File: config.mk
export PLATFORM = sky130hd
export DESIGN_NAME = xml_char_escape_encoder
export DESIGN_NICKNAME = d
export VERILOG_FILES = /design/src/rtl/core/xce_pkg.sv /design/src/rtl/core/xce_front.sv /design/src/rtl/core/xce_fifo.sv /design/src/rtl/core/xce_back.sv /design/src/rtl/core/xml_char_escape_encoder.sv
export SDC_FILE = /design/constraint.sdc
export NUM_CORES = 1
export LEC_CHECK = 0
export BUFFER_PORTS_ARGS = -buffer_cell sky130_fd_sc_hd__buf_2
export CAP_MARGIN = 40
export CORE_AREA = 2 2 206 309
export DETAILED_ROUTE_END_ITERATION = 10
export DIE_AREA = 0 0 208 311
export PLACE_DENSITY_LB_ADDON = 0.25
export SETUP_SLACK_MARGIN = 0.02
export SLEW_MARGIN = 10
export SYNTH_ARGS = -nofsm -noshare
export SYNTH_HDL_FRONTEND = slang
export SYNTH_SLANG_ARGS = --single-unit
File: constraint.sdc
create_clock -name clk -period 11.45 [get_ports clk]
set_input_delay 1.145 -clock clk [delete_from_list [all_inputs] [get_ports clk]]
set_output_delay 1.145 -clock clk [all_outputs]
set_load 0.05 [all_outputs]
File: src/rtl/core/xce_pkg.sv
// ----------------------------------------------------------------------------
// XML character escaper: shared definitions
// Types, codes and constants used by the front, queue and back of the escaper.
// ----------------------------------------------------------------------------
package xce_pkg;

  // Lookahead buffer for the ampersand reference check
  localparam int LA_DEPTH = 16;
  localparam int LA_CW    = $clog2(LA_DEPTH + 1);
  localparam int LA_IW    = (LA_DEPTH > 2) ? $clog2(LA_DEPTH) : 1;
  localparam int IDX_W    = (LA_CW > 3) ? LA_CW : 3;

  // Job queue between front and back
  localparam int FIFO_DEPTH = 4;
  localparam int FIFO_AW    = $clog2(FIFO_DEPTH);

  // Code point limits for decimal references
  localparam logic [20:0] CP_MIN = 21'h10000;
  localparam logic [20:0] CP_MAX = 21'h10FFFF;
  localparam logic [4:0]  DEC_STEPS = 5'd21;

  // Pending state of the byte parser
  typedef enum logic [2:0] {
    M_IDLE      = 3'd0,
    M_PASS      = 3'd1,
    M_HOLD4     = 3'd2,
    M_AMP_REF   = 3'd3,
    M_AMP_BRACE = 3'd4
  } mode_t;

  // Output pieces the back expands
  typedef enum logic [2:0] {
    K_RAW  = 3'd0,
    K_AMP  = 3'd1,
    K_LT   = 3'd2,
    K_GT   = 3'd3,
    K_QUOT = 3'd4,
    K_HEX  = 3'd5,
    K_DEC  = 3'd6
  } kind_t;

  typedef enum logic {
    F_ACCEPT = 1'b0,
    F_ISSUE  = 1'b1
  } fst_t;

  typedef enum logic [1:0] {
    B_LOAD = 2'd0,
    B_CONV = 2'd1,
    B_SEND = 2'd2
  } bst_t;

  // One job: a piece of output text, with step end markers
  typedef struct packed {
    kind_t       kind;
    logic [20:0] data;
    logic        fin;
    logic        last;
  } job_t;

  // Expanded text of one job
  typedef struct packed {
    logic [9:0][7:0] bytes;
    logic [3:0]      len;
  } seq_t;

endpackage

File: src/rtl/core/xce_front.sv
// ----------------------------------------------------------------------------
// XML character escaper: front
// Accepts input bytes, tracks UTF-8 and ampersand state, issues output jobs.
// ----------------------------------------------------------------------------
module xce_front (
  input  logic          clk,
  input  logic          rst_n,
  input  logic          html_method,
  input  logic          in_valid,
  output logic          in_ready,
  input  logic [7:0]    data_byte,
  input  logic          in_attribute,
  input  logic          last_of_string,
  output logic          q_push,
  output xce_pkg::job_t q_job,
  input  logic          q_full
);
  import xce_pkg::*;

  fst_t              fst_r, fst_nxt;
  mode_t             mode_r, mode_nxt;
  logic [LA_CW-1:0]  la_cnt_r, la_cnt_nxt;
  logic [7:0]        la_mem_r [LA_DEPTH];
  logic [7:0]        hold_r [4];
  logic [2:0]        hold_cnt_r, hold_cnt_nxt;
  logic [1:0]        pass_left_r, pass_left_nxt;

  // Step plan
  logic              pre_v_r, pre_v_nxt;
  kind_t             pre_k_r, pre_k_nxt;
  logic [20:0]       pre_d_r, pre_d_nxt;
  logic [LA_CW-1:0]  la_a_r, la_a_nxt;
  logic              byte_v_r, byte_v_nxt;
  kind_t             byte_k_r, byte_k_nxt;
  logic [7:0]        byte_d_r;
  logic              famp_r, famp_nxt;
  logic [LA_CW-1:0]  la_b_r, la_b_nxt;
  logic [2:0]        hrep_r, hrep_nxt;
  logic [IDX_W-1:0]  idx_r;
  logic              last_r;

  logic              accept, do_idle, html_attr, first, fail, hit, in_set;
  logic              la_we, hold_we, plan_any;
  logic [1:0]        hold_wi;
  logic [20:0]       cp;
  logic              pa, pb, ph, pa_n, pb_n, ph_n, rest;
  logic              sel_pre, sel_byte, sel_famp, sel_rep;
  logic [IDX_W-1:0]  idx_inc;
  logic [IDX_W-1:0]  h_end;
  logic [1:0]        h_idx;

  assign accept    = in_valid && in_ready;
  assign html_attr = html_method && in_attribute;
  assign cp        = {hold_r[0][2:0], hold_r[1][5:0], hold_r[2][5:0], data_byte[5:0]};
  assign in_set    = (data_byte >= "0" && data_byte <= "9") ||
                     (data_byte >= "a" && data_byte <= "f") ||
                     (data_byte >= "A" && data_byte <= "F") ||
                     data_byte == "#" || data_byte == ";";
  assign first     = (la_cnt_r == '0);
  assign fail      = (first && data_byte != "#") || !in_set;
  assign hit       = !fail && data_byte == ";" && !first;

  // Classify the byte and plan the step
  always_comb begin
    mode_nxt      = mode_r;
    la_cnt_nxt    = la_cnt_r;
    hold_cnt_nxt  = hold_cnt_r;
    pass_left_nxt = pass_left_r;
    pre_v_nxt     = 1'b0;
    pre_k_nxt     = K_RAW;
    pre_d_nxt     = {13'd0, data_byte};
    la_a_nxt      = '0;
    la_b_nxt      = '0;
    byte_v_nxt    = 1'b0;
    byte_k_nxt    = K_RAW;
    famp_nxt      = 1'b0;
    hrep_nxt      = 3'd0;
    do_idle       = 1'b0;
    la_we         = 1'b0;
    hold_we       = 1'b0;
    hold_wi       = hold_cnt_r[1:0];
    unique case (mode_r)
      M_PASS: begin
        pre_v_nxt     = 1'b1;
        pass_left_nxt = pass_left_r - {1'b0, (pass_left_r != 2'd0)};
        if (pass_left_nxt == 2'd0) mode_nxt = M_IDLE;
      end
      M_HOLD4: begin
        hold_we      = 1'b1;
        hold_cnt_nxt = hold_cnt_r + 3'd1;
        if (hold_cnt_r == 3'd3) begin
          if (cp >= CP_MIN && cp <= CP_MAX) begin
            pre_v_nxt = 1'b1;
            pre_k_nxt = K_DEC;
            pre_d_nxt = cp;
          end else begin
            hrep_nxt = 3'd4;
          end
          hold_cnt_nxt = 3'd0;
          mode_nxt     = M_IDLE;
        end
      end
      M_AMP_BRACE: begin
        pre_v_nxt = 1'b1;
        if (data_byte == "{") pre_d_nxt = {13'd0, 8'h26};
        else pre_k_nxt = K_AMP;
        mode_nxt = M_IDLE;
        do_idle  = 1'b1;
      end
      M_AMP_REF: begin
        if (fail || hit || la_cnt_r >= LA_CW'(LA_DEPTH)) begin
          pre_v_nxt = 1'b1;
          if (hit) pre_d_nxt = {13'd0, 8'h26};
          else pre_k_nxt = K_AMP;
          la_a_nxt   = la_cnt_r;
          la_cnt_nxt = '0;
          mode_nxt   = M_IDLE;
          do_idle    = 1'b1;
        end else begin
          la_we      = 1'b1;
          la_cnt_nxt = la_cnt_r + 1'b1;
        end
      end
      M_IDLE: do_idle = 1'b1;
      default: begin
        mode_nxt = M_IDLE;
        do_idle  = 1'b1;
      end
    endcase

    // Normal handling of a byte with nothing pending
    if (do_idle) begin
      if (data_byte[7:5] == 3'b110 || data_byte[7:4] == 4'b1110) begin
        byte_v_nxt    = 1'b1;
        pass_left_nxt = (data_byte[7:5] == 3'b110) ? 2'd1 : 2'd2;
        mode_nxt      = M_PASS;
      end else if (data_byte[7:3] == 5'b11110) begin
        hold_we      = 1'b1;
        hold_wi      = 2'd0;
        hold_cnt_nxt = 3'd1;
        mode_nxt     = M_HOLD4;
      end else if ((data_byte >= 8'h01 && data_byte <= 8'h1F) ||
                   (data_byte >= 8'h7F && data_byte <= 8'h9F)) begin
        byte_v_nxt = 1'b1;
        if (in_attribute || (data_byte != 8'h0A && data_byte != 8'h09))
          byte_k_nxt = K_HEX;
      end else if (data_byte == "<") begin
        byte_v_nxt = 1'b1;
        if (!html_attr) byte_k_nxt = K_LT;
      end else if (data_byte == ">") begin
        byte_v_nxt = 1'b1;
        byte_k_nxt = K_GT;
      end else if (data_byte == 8'h22) begin
        byte_v_nxt = 1'b1;
        if (in_attribute) byte_k_nxt = K_QUOT;
      end else if (data_byte == "&") begin
        la_cnt_nxt = '0;
        mode_nxt   = html_attr ? M_AMP_BRACE : M_AMP_REF;
      end else begin
        byte_v_nxt = 1'b1;
      end
    end

    // Flush pending state at string end
    if (last_of_string) begin
      case (mode_nxt)
        M_HOLD4:     hrep_nxt = hold_cnt_nxt;
        M_AMP_BRACE: famp_nxt = 1'b1;
        M_AMP_REF: begin
          famp_nxt = 1'b1;
          la_b_nxt = la_cnt_nxt;
        end
        default: ;
      endcase
      mode_nxt      = M_IDLE;
      la_cnt_nxt    = '0;
      hold_cnt_nxt  = 3'd0;
      pass_left_nxt = 2'd0;
    end
  end

  assign plan_any = pre_v_nxt || (la_a_nxt != '0) || byte_v_nxt || famp_nxt ||
                    (la_b_nxt != '0) || (hrep_nxt != 3'd0);

  // Pending replays and what stays after the current job; the held bytes
  // follow the first lookahead replay on the same index
  assign idx_inc = idx_r + 1'b1;
  assign h_end   = IDX_W'(la_a_r) + IDX_W'(hrep_r);
  assign h_idx   = idx_r[1:0] - la_a_r[1:0];
  assign pa      = idx_r   < IDX_W'(la_a_r);
  assign pb      = idx_r   < IDX_W'(la_b_r);
  assign ph      = idx_r   < h_end;
  assign pa_n    = idx_inc < IDX_W'(la_a_r);
  assign pb_n    = idx_inc < IDX_W'(la_b_r);
  assign ph_n    = idx_inc < h_end;

  // Next state
  always_comb begin
    fst_nxt = fst_r;
    unique case (fst_r)
      F_ACCEPT: if (accept && plan_any) fst_nxt = F_ISSUE;
      F_ISSUE:  if (q_push && !rest) fst_nxt = F_ACCEPT;
      default:  fst_nxt = F_ACCEPT;
    endcase
  end

  // Outputs: pick the next job in step order
  always_comb begin
    in_ready   = (fst_r == F_ACCEPT);
    q_push     = (fst_r == F_ISSUE) && !q_full;
    sel_pre    = 1'b0;
    sel_byte   = 1'b0;
    sel_famp   = 1'b0;
    sel_rep    = 1'b0;
    q_job.kind = K_RAW;
    q_job.data = '0;
    rest       = 1'b0;
    if (pre_v_r) begin
      sel_pre    = 1'b1;
      q_job.kind = pre_k_r;
      q_job.data = pre_d_r;
      rest       = pa || byte_v_r || famp_r || pb || ph;
    end else if (pa) begin
      sel_rep    = 1'b1;
      q_job.data = {13'd0, la_mem_r[idx_r[LA_IW-1:0]]};
      rest       = pa_n || byte_v_r || famp_r || pb || ph;
    end else if (byte_v_r) begin
      sel_byte   = 1'b1;
      q_job.kind = byte_k_r;
      q_job.data = {13'd0, byte_d_r};
      rest       = famp_r || pb || ph;
    end else if (famp_r) begin
      sel_famp   = 1'b1;
      q_job.kind = K_AMP;
      rest       = pb || ph;
    end else if (pb) begin
      sel_rep    = 1'b1;
      q_job.data = {13'd0, la_mem_r[idx_r[LA_IW-1:0]]};
      rest       = pb_n || ph;
    end else begin
      sel_rep    = 1'b1;
      q_job.data = {13'd0, hold_r[h_idx]};
      rest       = ph_n;
    end
    q_job.fin  = !rest;
    q_job.last = last_r && !rest;
  end

  // Control state
  always_ff @(posedge clk) begin
    if (!rst_n) begin
      fst_r       <= F_ACCEPT;
      mode_r      <= M_IDLE;
      la_cnt_r    <= '0;
      hold_cnt_r  <= 3'd0;
      pass_left_r <= 2'd0;
      pre_v_r     <= 1'b0;
      byte_v_r    <= 1'b0;
      famp_r      <= 1'b0;
      la_a_r      <= '0;
      la_b_r      <= '0;
      hrep_r      <= 3'd0;
      idx_r       <= '0;
    end else begin
      fst_r <= fst_nxt;
      if (accept) begin
        mode_r      <= mode_nxt;
        la_cnt_r    <= la_cnt_nxt;
        hold_cnt_r  <= hold_cnt_nxt;
        pass_left_r <= pass_left_nxt;
        pre_v_r     <= pre_v_nxt;
        byte_v_r    <= byte_v_nxt;
        famp_r      <= famp_nxt;
        la_a_r      <= la_a_nxt;
        la_b_r      <= la_b_nxt;
        hrep_r      <= hrep_nxt;
        idx_r       <= '0;
      end else if (q_push) begin
        if (sel_pre)  pre_v_r  <= 1'b0;
        if (sel_byte) byte_v_r <= 1'b0;
        if (sel_famp) famp_r   <= 1'b0;
        if (sel_rep)  idx_r    <= idx_inc;
      end
    end
  end

  // Payload and buffers
  always_ff @(posedge clk) begin
    if (accept) begin
      pre_k_r  <= pre_k_nxt;
      pre_d_r  <= pre_d_nxt;
      byte_k_r <= byte_k_nxt;
      byte_d_r <= data_byte;
      last_r   <= last_of_string;
      if (la_we) la_mem_r[la_cnt_r[LA_IW-1:0]] <= data_byte;
      if (hold_we) hold_r[hold_wi] <= data_byte;
    end
  end

endmodule

File: src/rtl/core/xce_fifo.sv
// ----------------------------------------------------------------------------
// XML character escaper: job queue
// Short first-in first-out queue of jobs between front and back.
// ----------------------------------------------------------------------------
module xce_fifo (
  input  logic          clk,
  input  logic          rst_n,
  input  logic          push,
  input  xce_pkg::job_t din,
  output logic          full,
  input  logic          pop,
  output xce_pkg::job_t dout,
  output logic          empty
);
  import xce_pkg::*;

  job_t               mem_r [FIFO_DEPTH];
  logic [FIFO_AW-1:0] wp_r, rp_r;
  logic [FIFO_AW:0]   cnt_r;
  logic               do_push, do_pop;

  assign full    = (cnt_r == (FIFO_AW + 1)'(FIFO_DEPTH));
  assign empty   = (cnt_r == '0);
  assign do_push = push && !full;
  assign do_pop  = pop && !empty;
  assign dout    = mem_r[rp_r];

  // Advance pointers and occupancy
  always_ff @(posedge clk) begin
    if (!rst_n) begin
      wp_r  <= '0;
      rp_r  <= '0;
      cnt_r <= '0;
    end else begin
      if (do_push) wp_r <= wp_r + 1'b1;
      if (do_pop)  rp_r <= rp_r + 1'b1;
      cnt_r <= cnt_r + {{FIFO_AW{1'b0}}, do_push} - {{FIFO_AW{1'b0}}, do_pop};
    end
  end

  // Store entries
  always_ff @(posedge clk) begin
    if (do_push) mem_r[wp_r] <= din;
  end

endmodule

File: src/rtl/core/xce_back.sv
// ----------------------------------------------------------------------------
// XML character escaper: back
// Expands jobs into escaped text and drives the output register.
// ----------------------------------------------------------------------------
module xce_back (
  input  logic          clk,
  input  logic          rst_n,
  input  logic          q_empty,
  output logic          q_pop,
  input  xce_pkg::job_t q_job,
  output logic          out_tvalid,
  input  logic          out_tready,
  output logic [7:0]    out_byte,
  output logic          last_of_run,
  output logic          string_done
);
  import xce_pkg::*;

  bst_t            bst_r, bst_nxt;
  logic            fin_r, last_r;
  logic [20:0]     bin_r;
  logic [27:0]     bcd_r, bcd_adj;
  logic [4:0]      step_r;
  logic [9:0][7:0] buf_r;
  logic [3:0]      left_r;
  logic            out_v_r;
  logic [7:0]      out_byte_r;
  logic            out_lr_r, out_sd_r;
  logic            take, send_take, end_of_job;
  seq_t            fixed_seq, dec_seq;

  function automatic logic [7:0] hex_char(input logic [3:0] nib);
    logic [7:0] c;
    if (nib < 4'd10) c = 8'h30 + {4'd0, nib};
    else c = 8'h37 + {4'd0, nib};
    return c;
  endfunction

  // Text for all pieces but the decimal reference
  function automatic seq_t build_fixed(input job_t j);
    seq_t       s;
    logic [7:0] b;
    s     = '0;
    b     = j.data[7:0];
    s.len = 4'd1;
    s.bytes[0] = b;
    case (j.kind)
      K_AMP: begin
        s.bytes[0] = "&"; s.bytes[1] = "a"; s.bytes[2] = "m";
        s.bytes[3] = "p"; s.bytes[4] = ";"; s.len = 4'd5;
      end
      K_LT: begin
        s.bytes[0] = "&"; s.bytes[1] = "l"; s.bytes[2] = "t";
        s.bytes[3] = ";"; s.len = 4'd4;
      end
      K_GT: begin
        s.bytes[0] = "&"; s.bytes[1] = "g"; s.bytes[2] = "t";
        s.bytes[3] = ";"; s.len = 4'd4;
      end
      K_QUOT: begin
        s.bytes[0] = "&"; s.bytes[1] = "q"; s.bytes[2] = "u";
        s.bytes[3] = "o"; s.bytes[4] = "t"; s.bytes[5] = ";"; s.len = 4'd6;
      end
      K_HEX: begin
        s.bytes[0] = "&"; s.bytes[1] = "#"; s.bytes[2] = "x";
        if (b[7:4] != 4'd0) begin
          s.bytes[3] = hex_char(b[7:4]);
          s.bytes[4] = hex_char(b[3:0]);
          s.bytes[5] = ";";
          s.len      = 4'd6;
        end else begin
          s.bytes[3] = hex_char(b[3:0]);
          s.bytes[4] = ";";
          s.len      = 4'd5;
        end
      end
      default: ;
    endcase
    return s;
  endfunction

  // Decimal reference from BCD digits, leading zeros dropped
  function automatic seq_t build_dec(input logic [27:0] bcd);
    seq_t       s;
    logic [2:0] nd;
    logic [2:0] k;
    s = '0;
    if (bcd[27:24] != 4'd0) nd = 3'd7;
    else if (bcd[23:20] != 4'd0) nd = 3'd6;
    else nd = 3'd5;
    s.bytes[0] = "&";
    s.bytes[1] = "#";
    for (int i = 0; i < 7; i++) begin
      k = nd - 3'(i) - 3'd1;
      if (3'(i) < nd) s.bytes[2 + i] = {4'h3, bcd[4*k +: 4]};
    end
    s.bytes[{1'b0, nd} + 4'd2] = ";";
    s.len = {1'b0, nd} + 4'd3;
    return s;
  endfunction

  assign fixed_seq  = build_fixed(q_job);
  assign dec_seq    = build_dec(bcd_r);
  assign take       = !out_v_r || out_tready;
  assign send_take  = (bst_r == B_SEND) && take;
  assign end_of_job = (left_r == 4'd1);
  assign q_pop      = (bst_r == B_LOAD) && !q_empty;

  // Add three to each digit of five or more before the shift
  always_comb begin
    bcd_adj = bcd_r;
    for (int i = 0; i < 7; i++) begin
      if (bcd_r[4*i +: 4] >= 4'd5) bcd_adj[4*i +: 4] = bcd_r[4*i +: 4] + 4'd3;
    end
  end

  // Next state
  always_comb begin
    bst_nxt = bst_r;
    unique case (bst_r)
      B_LOAD: if (!q_empty) bst_nxt = (q_job.kind == K_DEC) ? B_CONV : B_SEND;
      B_CONV: if (step_r == 5'd0) bst_nxt = B_SEND;
      B_SEND: if (take && end_of_job) bst_nxt = B_LOAD;
      default: bst_nxt = B_LOAD;
    endcase
  end

  // Control state
  always_ff @(posedge clk) begin
    if (!rst_n) begin
      bst_r   <= B_LOAD;
      out_v_r <= 1'b0;
    end else begin
      bst_r <= bst_nxt;
      if (send_take) out_v_r <= 1'b1;
      else if (out_tready) out_v_r <= 1'b0;
    end
  end

  // Load, convert and shift out
  always_ff @(posedge clk) begin
    if (q_pop) begin
      fin_r  <= q_job.fin;
      last_r <= q_job.last;
      bin_r  <= q_job.data;
      bcd_r  <= '0;
      step_r <= DEC_STEPS;
      buf_r  <= fixed_seq.bytes;
      left_r <= fixed_seq.len;
    end else if (bst_r == B_CONV) begin
      if (step_r != 5'd0) begin
        {bcd_r, bin_r} <= {bcd_adj[26:0], bin_r, 1'b0};
        step_r         <= step_r - 5'd1;
      end else begin
        buf_r  <= dec_seq.bytes;
        left_r <= dec_seq.len;
      end
    end else if (send_take) begin
      out_byte_r <= buf_r[0];
      out_lr_r   <= fin_r && end_of_job;
      out_sd_r   <= last_r && end_of_job;
      buf_r      <= buf_r >> 8;
      left_r     <= left_r - 4'd1;
    end
  end

  assign out_tvalid  = out_v_r;
  assign out_byte    = out_byte_r;
  assign last_of_run = out_lr_r;
  assign string_done = out_sd_r;

endmodule

File: src/rtl/core/xml_char_escape_encoder.sv
// ----------------------------------------------------------------------------
// XML character escaper: top level
// Escapes a UTF-8 byte stream for XML or HTML text and attribute output.
// ----------------------------------------------------------------------------
// Channel   Dir  Handshake               Payload
// in_       in   in_tvalid/in_tready     tdata=data_byte, tuser=in_attribute,
//                                        tlast=last_of_string
// out_      out  out_tvalid/out_tready   tdata=out_byte, tuser=string_done,
//                                        tlast=last_of_run
// cfg_      in   cfg_wen                 cfg_wdata=html_method
//
// A byte that makes no output is taken without issuing a job. Otherwise the
// front accepts no new byte until it has pushed every output piece of the
// last one, and the back loads a new piece only once it has sent every byte
// of the last; a decimal reference is first converted to BCD. Output
// bandwidth sets the sustained input rate. Reset is synchronous and clears
// all control state; the front and back stall on their own through a four-entry job queue.
// ----------------------------------------------------------------------------
module xml_char_escape_encoder (
  input  logic       clk,
  input  logic       rst_n,
  input  logic       in_tvalid,
  output logic       in_tready,
  input  logic [7:0] in_tdata,   // [7:0] data_byte
  input  logic [0:0] in_tuser,   // [0] in_attribute
  input  logic       in_tlast,
  output logic       out_tvalid,
  input  logic       out_tready,
  output logic [7:0] out_tdata,  // [7:0] out_byte
  output logic [0:0] out_tuser,  // [0] string_done
  output logic       out_tlast,
  input  logic       cfg_wen,
  input  logic [0:0] cfg_wdata
);
  import xce_pkg::*;

  logic html_r;
  logic q_push, q_full, q_pop, q_empty;
  job_t q_in, q_out;

  // Hold the output method register
  always_ff @(posedge clk) begin
    if (!rst_n) html_r <= 1'b0;
    else if (cfg_wen) html_r <= cfg_wdata[0];
  end

  xce_front u_front (
    .clk            (clk),
    .rst_n          (rst_n),
    .html_method    (html_r),
    .in_valid       (in_tvalid),
    .in_ready       (in_tready),
    .data_byte      (in_tdata),
    .in_attribute   (in_tuser[0]),
    .last_of_string (in_tlast),
    .q_push         (q_push),
    .q_job          (q_in),
    .q_full         (q_full)
  );

  xce_fifo u_fifo (
    .clk   (clk),
    .rst_n (rst_n),
    .push  (q_push),
    .din   (q_in),
    .full  (q_full),
    .pop   (q_pop),
    .dout  (q_out),
    .empty (q_empty)
  );

  xce_back u_back (
    .clk         (clk),
    .rst_n       (rst_n),
    .q_empty     (q_empty),
    .q_pop       (q_pop),
    .q_job       (q_out),
    .out_tvalid  (out_tvalid),
    .out_tready  (out_tready),
    .out_byte    (out_tdata),
    .last_of_run (out_tlast),
    .string_done (out_tuser[0])
  );

endmodule

# Word level (Yosys, flattened, before mapping)
# Memory sizes are Yosys's and may differ from the RTL's. A register that Yosys moved wholly into a read port is not among the register bits.
# Cells that the tools add are included.
[word_totals] register_bits=232 latch_bits=0 mem_bits_rw=264 rom_bits=0 input_bits=16 output_inout_bits=12 wordCells=447 memories=3
[mem_list] memory="u_front.la_mem_r" depth=16 width=8 read_ports=1 rd_ports_with_merged_regs=1 wr=1 line_no="xce_front.sv:23" rtl="logic [7:0] la_mem_r [LA_DEPTH];"
[mem_list] memory="u_fifo.mem_r" depth=4 width=26 read_ports=1 rd_ports_with_merged_regs=1 wr=1 line_no="xce_fifo.sv:17" rtl="job_t mem_r [FIFO_DEPTH];"
[mem_list] memory="u_front.hold_r" depth=4 width=8 read_ports=4 rd_ports_with_merged_regs=0 wr=1 line_no="xce_front.sv:24" rtl="logic [7:0] hold_r [4];"
[classes] add_sub_neg=37 n_mul=0 div_mod_pow=0 magnitude_cmp=37 eq_ne=36 shift=7 muxes=180 bitwise=8 reduce_logical=97
[op_table] cell="$mux 80" count=3
[op_table] cell="$shiftx 28x6->4" count=7
[op_table] cell="$pmux 36 s5" count=1
[op_table] cell="$mux 21" count=8
[op_table] cell="$mux 3" count=36
[op_table] cell="$mux 5" count=15
[op_table] cell="$pmux 21 s3" count=1
[op_table] cell="$mux 1" count=60
[op_table] cell="$or 45x50->50" count=1
[op_table] cell="$eq 8x6->1 const B" count=6
[op_table] cell="$mux 24" count=2
[op_table] cell="$mux 4" count=12
[op_table] cell="$mux 48" count=1
[op_table] cell="$mux 6" count=8
[op_table] cell="$mux 8" count=6
[op_table] cell="$mux 2" count=17
[op_table] cell="$demux 8 s4" count=1
[op_table] cell="$and 25x30->30" count=1
[op_table] cell="$lt 5x5->1" count=6
[op_table] cell="$not 30->30" count=1
[op_table] cell="$add 6x4->7 const A" count=4
[op_table] cell="$ge 4x3->1 const B" count=7
[op_table] cell="$logic_or 1x1->1" count=28
[op_table] cell="$add 4x2->4 const B" count=6
[op_table] cell="67 further kinds" count=164

# Depth between registers and ports, before layout
[logic_depth] ltp_word=33 ltp_mapped=14 mapped_depth_nobuf=13

# Cells and area by module
# From an unflattened synthesis, not the netlist that was laid out.
[unflattened] cells_unflattened=1707 hier_area_um2=21882.2
[modules_own_cells] mod="xce_front" instances=1 cells_per_inst=772 area_each_um2=10861.7 seq_area_each_um2=6636.4
[modules_own_cells] mod="xce_back" instances=1 cells_per_inst=745 area_each_um2=6701.4 seq_area_each_um2=3383.2
[modules_own_cells] mod="xce_fifo" instances=1 cells_per_inst=187 area_each_um2=4282.9 seq_area_each_um2=3303.2
[modules_own_cells] mod="xml_char_escape_encoder" instances=1 cells_per_inst=3 area_each_um2=36.3 seq_area_each_um2=20.0

# Worst setup path before layout
# OpenSTA, ideal clock, no wires.
[synth_path] path_type="reg2reg" from="reg u_back.step_r[0]" to="reg u_back.buf_r[0] (netlist name) (enable)" setup_time_ns=0.462 t_arrival_ns=3.733 required_ns=10.988 slack_ns=7.254 stages_incl_launch_ff=7 n_path_buf=1 synth_period_minus_slack_ns=4.196 cell_sequence="dfxtp_1 > inv_1 > ha_1 > nor4b_1 > nor2_1 > clkbuf_1 > a21oi_1"
[synth_via] elab_chain_len=3
[synth_rtl] item="start: declaration" line_no="xce_back.sv:23" rtl="logic [4:0] step_r;"
[synth_rtl] item="start signal: assignment" line_no="xce_back.sv:153" rtl="step_r <= step_r - 5'd1;"
[synth_rtl] item="$reduce_bool 5->1" line_no="xce_back.sv:151" rtl="if (step_r != 5'd0) begin"
[synth_rtl] item="$ne 3x3->1 (no source line)"
[synth_rtl] item="$reduce_and 2->1 (no source line)"
[synth_rtl] item="end signal: assignment" line_no="xce_back.sv:148" rtl="buf_r <= fixed_seq.bytes;"
[synth_rtl] item="end signal: assignment" line_no="xce_back.sv:155" rtl="buf_r <= dec_seq.bytes;"
[synth_rtl] item="end signal: assignment" line_no="xce_back.sv:162" rtl="buf_r <= buf_r >> 8;"
[synth_rtl] item="end: declaration" line_no="xce_back.sv:24" rtl="logic [9:0][7:0] buf_r;"
# Every way passes these cells.
# A chain may end at the register's enable or synchronous reset.

# Worst setup path in the final report
[layout_path] from="in in_tdata[4]" to="mem u_front.la_mem_r[1][4] (enable)"
[layout_via] elab_chain_len=18 word_cells_on_any_way=29 classes_between="6 x order compare; 3 x eq/ne; 5 x mux; 15 x reduce/logical"
[layout_rtl] item="start: declaration" line_no="xml_char_escape_encoder.sv:24" rtl="input logic [7:0] in_tdata,"
[layout_rtl] item="$ge 8x6->1, or another cell as far along" line_no="xce_front.sv:55" rtl="assign in_set = (data_byte >= \"0\" && data_byte <= \"9\") ||"
[layout_rtl] item="$logic_and 1x1->1 (on tied branches)" line_no="xce_front.sv:55, xce_front.sv:56"
[layout_rtl] item="$logic_or 1x1->1" line_no="xce_front.sv:55"
[layout_rtl] item="$logic_or 1x1->1" line_no="xce_front.sv:56" rtl="(data_byte >= \"a\" && data_byte <= \"f\") ||"
[layout_rtl] item="$logic_or 1x1->1" line_no="xce_front.sv:57" rtl="(data_byte >= \"A\" && data_byte <= \"F\") ||"
[layout_rtl] item="$logic_or 1x1->1" line_no="xce_front.sv:58" rtl="data_byte == \"#\" || data_byte == \";\";"
[layout_rtl] item="$logic_not 1->1" line_no="xce_front.sv:60" rtl="assign fail = (first && data_byte != \"#\") || !in_set;"
[layout_rtl] item="$logic_or 1x1->1" line_no="xce_front.sv:60"
[layout_rtl] item="$logic_not 1->1" line_no="xce_front.sv:61" rtl="assign hit = !fail && data_byte == \";\" && !first;"
[layout_rtl] item="$logic_and 1x1->1 (2 in series)" line_no="xce_front.sv:61"
[layout_rtl] item="$logic_or 1x1->1 (*) (2 in series)" line_no="xce_front.sv:111" rtl="if (fail || hit || la_cnt_r >= LA_CW'(LA_DEPTH)) begin"
[layout_rtl] item="$mux 1 (*)" line_no="xce_front.sv:111"
[layout_rtl] item="$mux 1 (*)" line_no="xce_front.sv:82" rtl="unique case (mode_r)"
[layout_rtl] item="$mux 1 (*)" line_no="xce_front.sv:295" rtl="if (la_we) la_mem_r[la_cnt_r[LA_IW-1:0]] <= data_byte;"
[layout_rtl] item="$mux 1 (*)" line_no="xce_front.sv:289" rtl="if (accept) begin"
[layout_rtl] item="$mux 1 (not written as such) (*)" line_no="xce_front.sv:295"
[layout_rtl] item="end: declaration" line_no="xce_front.sv:23"
# Every way passes the cells marked *; elsewhere a longest branch is shown, timed or not.

==> results by group <==
Status
  – Outcome: complete, no violations

STA
  – Worst hold slack: about 0.42 ns
  – Minimum clock period: ~4.1 ns
  – Max-slew violations: 0
  – Count of final setup violators: 0
  – Slew HR: 41.6%
  – Final TNS setup: 0 ns
  – F_max: roughly 0.24 GHz
  – Unrepaired setup endpoints after global routing: false
  – Clock skew: between 0.02 and 0.03 ns
  – Tcrit/Tclk final: a little over a third
  – Worst setup margin: around 7.3 ns
  – Actual transition at the worst max-transition pin: around 0.88 ns
  – Final hold vios: 0

Global routing
  – Total track usage: roughly 16%
  – Global route total overflow: 0
  – Largest net degree at the start of global routing: 54
  – First-pass GRT wire length: roughly 80 mm
  – Number of global-route vias before repair: 13.6k
  – Initial antenna violation count: 0

Run
  – Maxcap violations: 0

Critical path
  – WS Path Type: primary input to flip-flop
  – Startpoint types: primary input
  – Sequence of cells on the critical path: buf_2 -> nand2_1 -> o21ai_2 -> nand4_4 -> a211oi_2 -> nand2_1 -> nor2_1 -> nand2_1 -> nor3_1 -> buf_2
  – CP max stage delay: approximately 0.5 ns
  – Most frequent CP cell: nand2_1
  – Arr. time, crit path: around 4.5 ns
  – R2R Path Start: u_front.la_cnt_r[0]$_SDFFE_PN0P_
  – Worst path bufs/invs: 2
  – Worst Setup SP: in_tdata[4]
  – Crit Path Max Fanout: 27
  – Worst path slowest cell: nor2_1
  – CP Capture Type: flip-flop
  – CP top delay family: simple AND/OR/NAND/NOR gates
  – CP required: 11.77 ns

Power and ir drop
  – IR drop worst, VDD: ~0.14 mV
  – Reg power frac: 45.7%
  – Pwr dens: 211 mW/mm²
  – Cell internal pwr: about 3.5 mW
  – Net Switching: approximately 1.6 mW
  – Power share of the clock group: a little under a third
  – Comb power frac: about a quarter
  – Switch share: 31.7%
  – Static Leakage: roughly 8 nW

Floorplanning
  – Initial Utilization: a little over a third
  – FP Rows: between 100 and 150
  – Die Area: 0.0647 mm²
  – Ports: 28
  – Die height: approximately 310 µm
  – Horiz. Die Dim: 208 µm
  – Core Area: about 0.062 mm²

Clock network
  – Clk_lat worst skew: ~0.60 ns
  – CTS tree: done
  – Clock Tree Buf Depth: 3
  – Cts hold-fix bufs: 0
  – H-tree levels: 2
  – Clock buffer count from CTS: 49
  – Clock root cell: clkbuf_16
  – Worst-path clk slew: approximately 0.060 ns
  – Num Clock Sinks: 478
  – CTS resizes: 0
  – Post-CTS setup buffers: 0

Route
  – DRC Markers: 0
  – Routed WL per cell: slightly above 20 µm
  – DR vias/cell: 5.24
  – DR vias: around 13k
  – Final WL: 51.2 mm
  – 1st-iter DRT viols: a little under 900
  – Antenna Violating Nets Remaining: 0
  – First drt pass iteration count: 5

Yosys
  – Number of synthesized flops with an enable pin: around 380
  – Mapped Avg Cell Area: ~13 µm²
  – #FFs+latches synth: 478
  – Count of cell types in the netlist: 86
  – Area contributors post-synth: edfxtp_1 (53%), dfxtp_1 (9.4%), mux4_2 (7.8%)
  – Seq/Total Area, Yosys: 62.0%
  – Biggest area consumer among synthesized cells: edfxtp_1
  – Synthesized instance count: between 1.5k and 2k
  – Mapped cell area: between 0.02 and 0.025 mm²
  – Share of the synthesized area in the top cell type: between 50% and 60%
  – Ys flop type: edfxtp_1
  – Yosys warns: 0
  – Synthesized Nets: ~1.7k
  – Async set-or-reset flop fraction in the synthesized netlist: 0%

Placement
  – Placed Area: between 0.02 and 0.025 mm²
  – I/O Buffers: 27
  – Post-place setup slack: between 6 and 7 ns
  – Routability congestion estimate: 0.813
  – Detail Placement HPWL: about 35 mm

Cells and area
  – Area grow syn2layout: 12.1%
  – Final nets: 1762
  – Layout cell share with drive strength beyond 1: 14.9%
  – Most frequent cells in the layout: edfxtp_1 (377), nand2_1 (167), nor2_1 (136)
  – # diodes: 0
  – Most common cell after layout, fill and taps aside: edfxtp_1
  – Fillers: 5892
  – Final instance area: between 0.02 and 0.025 mm²

Min path
  – Min-Delay Startpoint: u_back.buf_r[0]$_DFFE_PP_
  – Worst Hold Class: flip-flop to flip-flop
## sequential cells by signal, indices dropped and copies added, names as in the netlist, 4 cells and up, named ones only
signal            cells
u_front.la_mem_r    128
u_front.idx_r         5
u_front.pre_d_r      21
u_back.buf_r         57
u_front.la_a_r        5
u_front.hold_r       32
u_back.bcd_r         28
u_fifo.mem_r        104
u_front.byte_d_r      8
u_back.left_r         4
u_front.la_b_r        5
u_back.bin_r         21
u_back.step_r         5
u_front.la_cnt_r      5
u_back.out_byte       8
## worst reg2reg max path: cells and delay by family (launching register included)
kind / cells / cell delay (ns)
compound gates: 1 / 0.48
buf+inv: 2 / 0.38
simple gates: 7 / 1.98
flops: 1 / 0.45
fa+ha+maj: 1 / 0.31
## synth_stat cells (6+ instances only)
cell / n
clkbuf_1: 68
nand2_1: 167
o21ai_0: 80
or2_2: 6
dfxtp_1: 101
mux2_2: 9
o22ai_1: 20
nor4_1: 6
mux2i_1: 10
and3_1: 8
xnor2_1: 24
and2_1: 38
inv_1: 65
nor2_1: 137
xor2_1: 8
nand3_1: 27
a22oi_1: 12
ha_1: 61
buf_2: 11
nor3b_1: 12
a21oi_1: 98
edfxtp_1: 377
nor3_1: 34
mux4_2: 74
nand2b_1: 31
o31ai_1: 9
a211oi_1: 36
nor2b_1: 13
## metal layers
layer	part of all wire, %	global-route usage [%]	vias to the layer above
met3	3.6	2.29	91
met2	55	29.8	260
met1	38	17.8	6568
met4	3.5	5.93	0
li1	-	-	6268
met5	0	0	-
## layout make-up
class / count / area [µm²] / area share [%]
inverters: 67 / 251 / 1.04
well taps: 798 / 998 / 4.14
clock inverters: 26 / 249 / 1.03
repair buffers: 58 / 385 / 1.60
multi-input cells: 1029 / 7610 / 31.6
flip-flops and latches: 478 / 13300 / 55.4
clock buffers: 59 / 1260 / 5.24
## final timing paths
| kind | to | slack, ns | depth (start not counted) |
|---|---|---|---|
| hold reg to reg | u_back.out_byte[0]$_DFFE_PP_ | 0.42 | 0 |
| setup reg to reg | u_front.la_mem_r[1][4]$_DFFE_PP_ | 7.60 | 11 |
| hold / removal | u_back.out_byte[0]$_DFFE_PP_ | 0.42 | 0 |
| setup / recovery | u_front.la_mem_r[1][4]$_DFFE_PP_ | 7.31 | 10 |
## power groups by stage
stage               Sequential, mW  Combinational [mW]  Clock (mW)
floorplan                     2.38               0.825           0
global placement              2.35                1.20           0
detailed placement            2.36                1.24           0
CTS                           2.32                1.25        1.56
global route                  2.34                1.37        1.63
finish                        2.32                1.23        1.53
## metrics by stage
step | total power, mW | util, % | instances
floorplan | 3.21 | - | 1660
global placement | 3.55 | 36.3 | 2418
detailed placement | 3.60 | 36.4 | 2427
CTS | 5.14 | 38.9 | 2512
global route | 5.34 | 38.9 | 2515
finish | 5.07 | 38.9 | 2515
## kinds of logic after synthesis
group | Yosys count | synth area share [%]
DFF | 478 | 62.0
adders and majority gates | 64 | 3.78
muxes | 93 | 8.69
AOI/OAI and AO/OA | 330 | 9.87
buffers and inverters | 153 | 2.79
and+or+nand+nor | 510 | 11.5
xor gates and xnor gates | 32 | 1.30
Power figures use the tool's default switching activity.
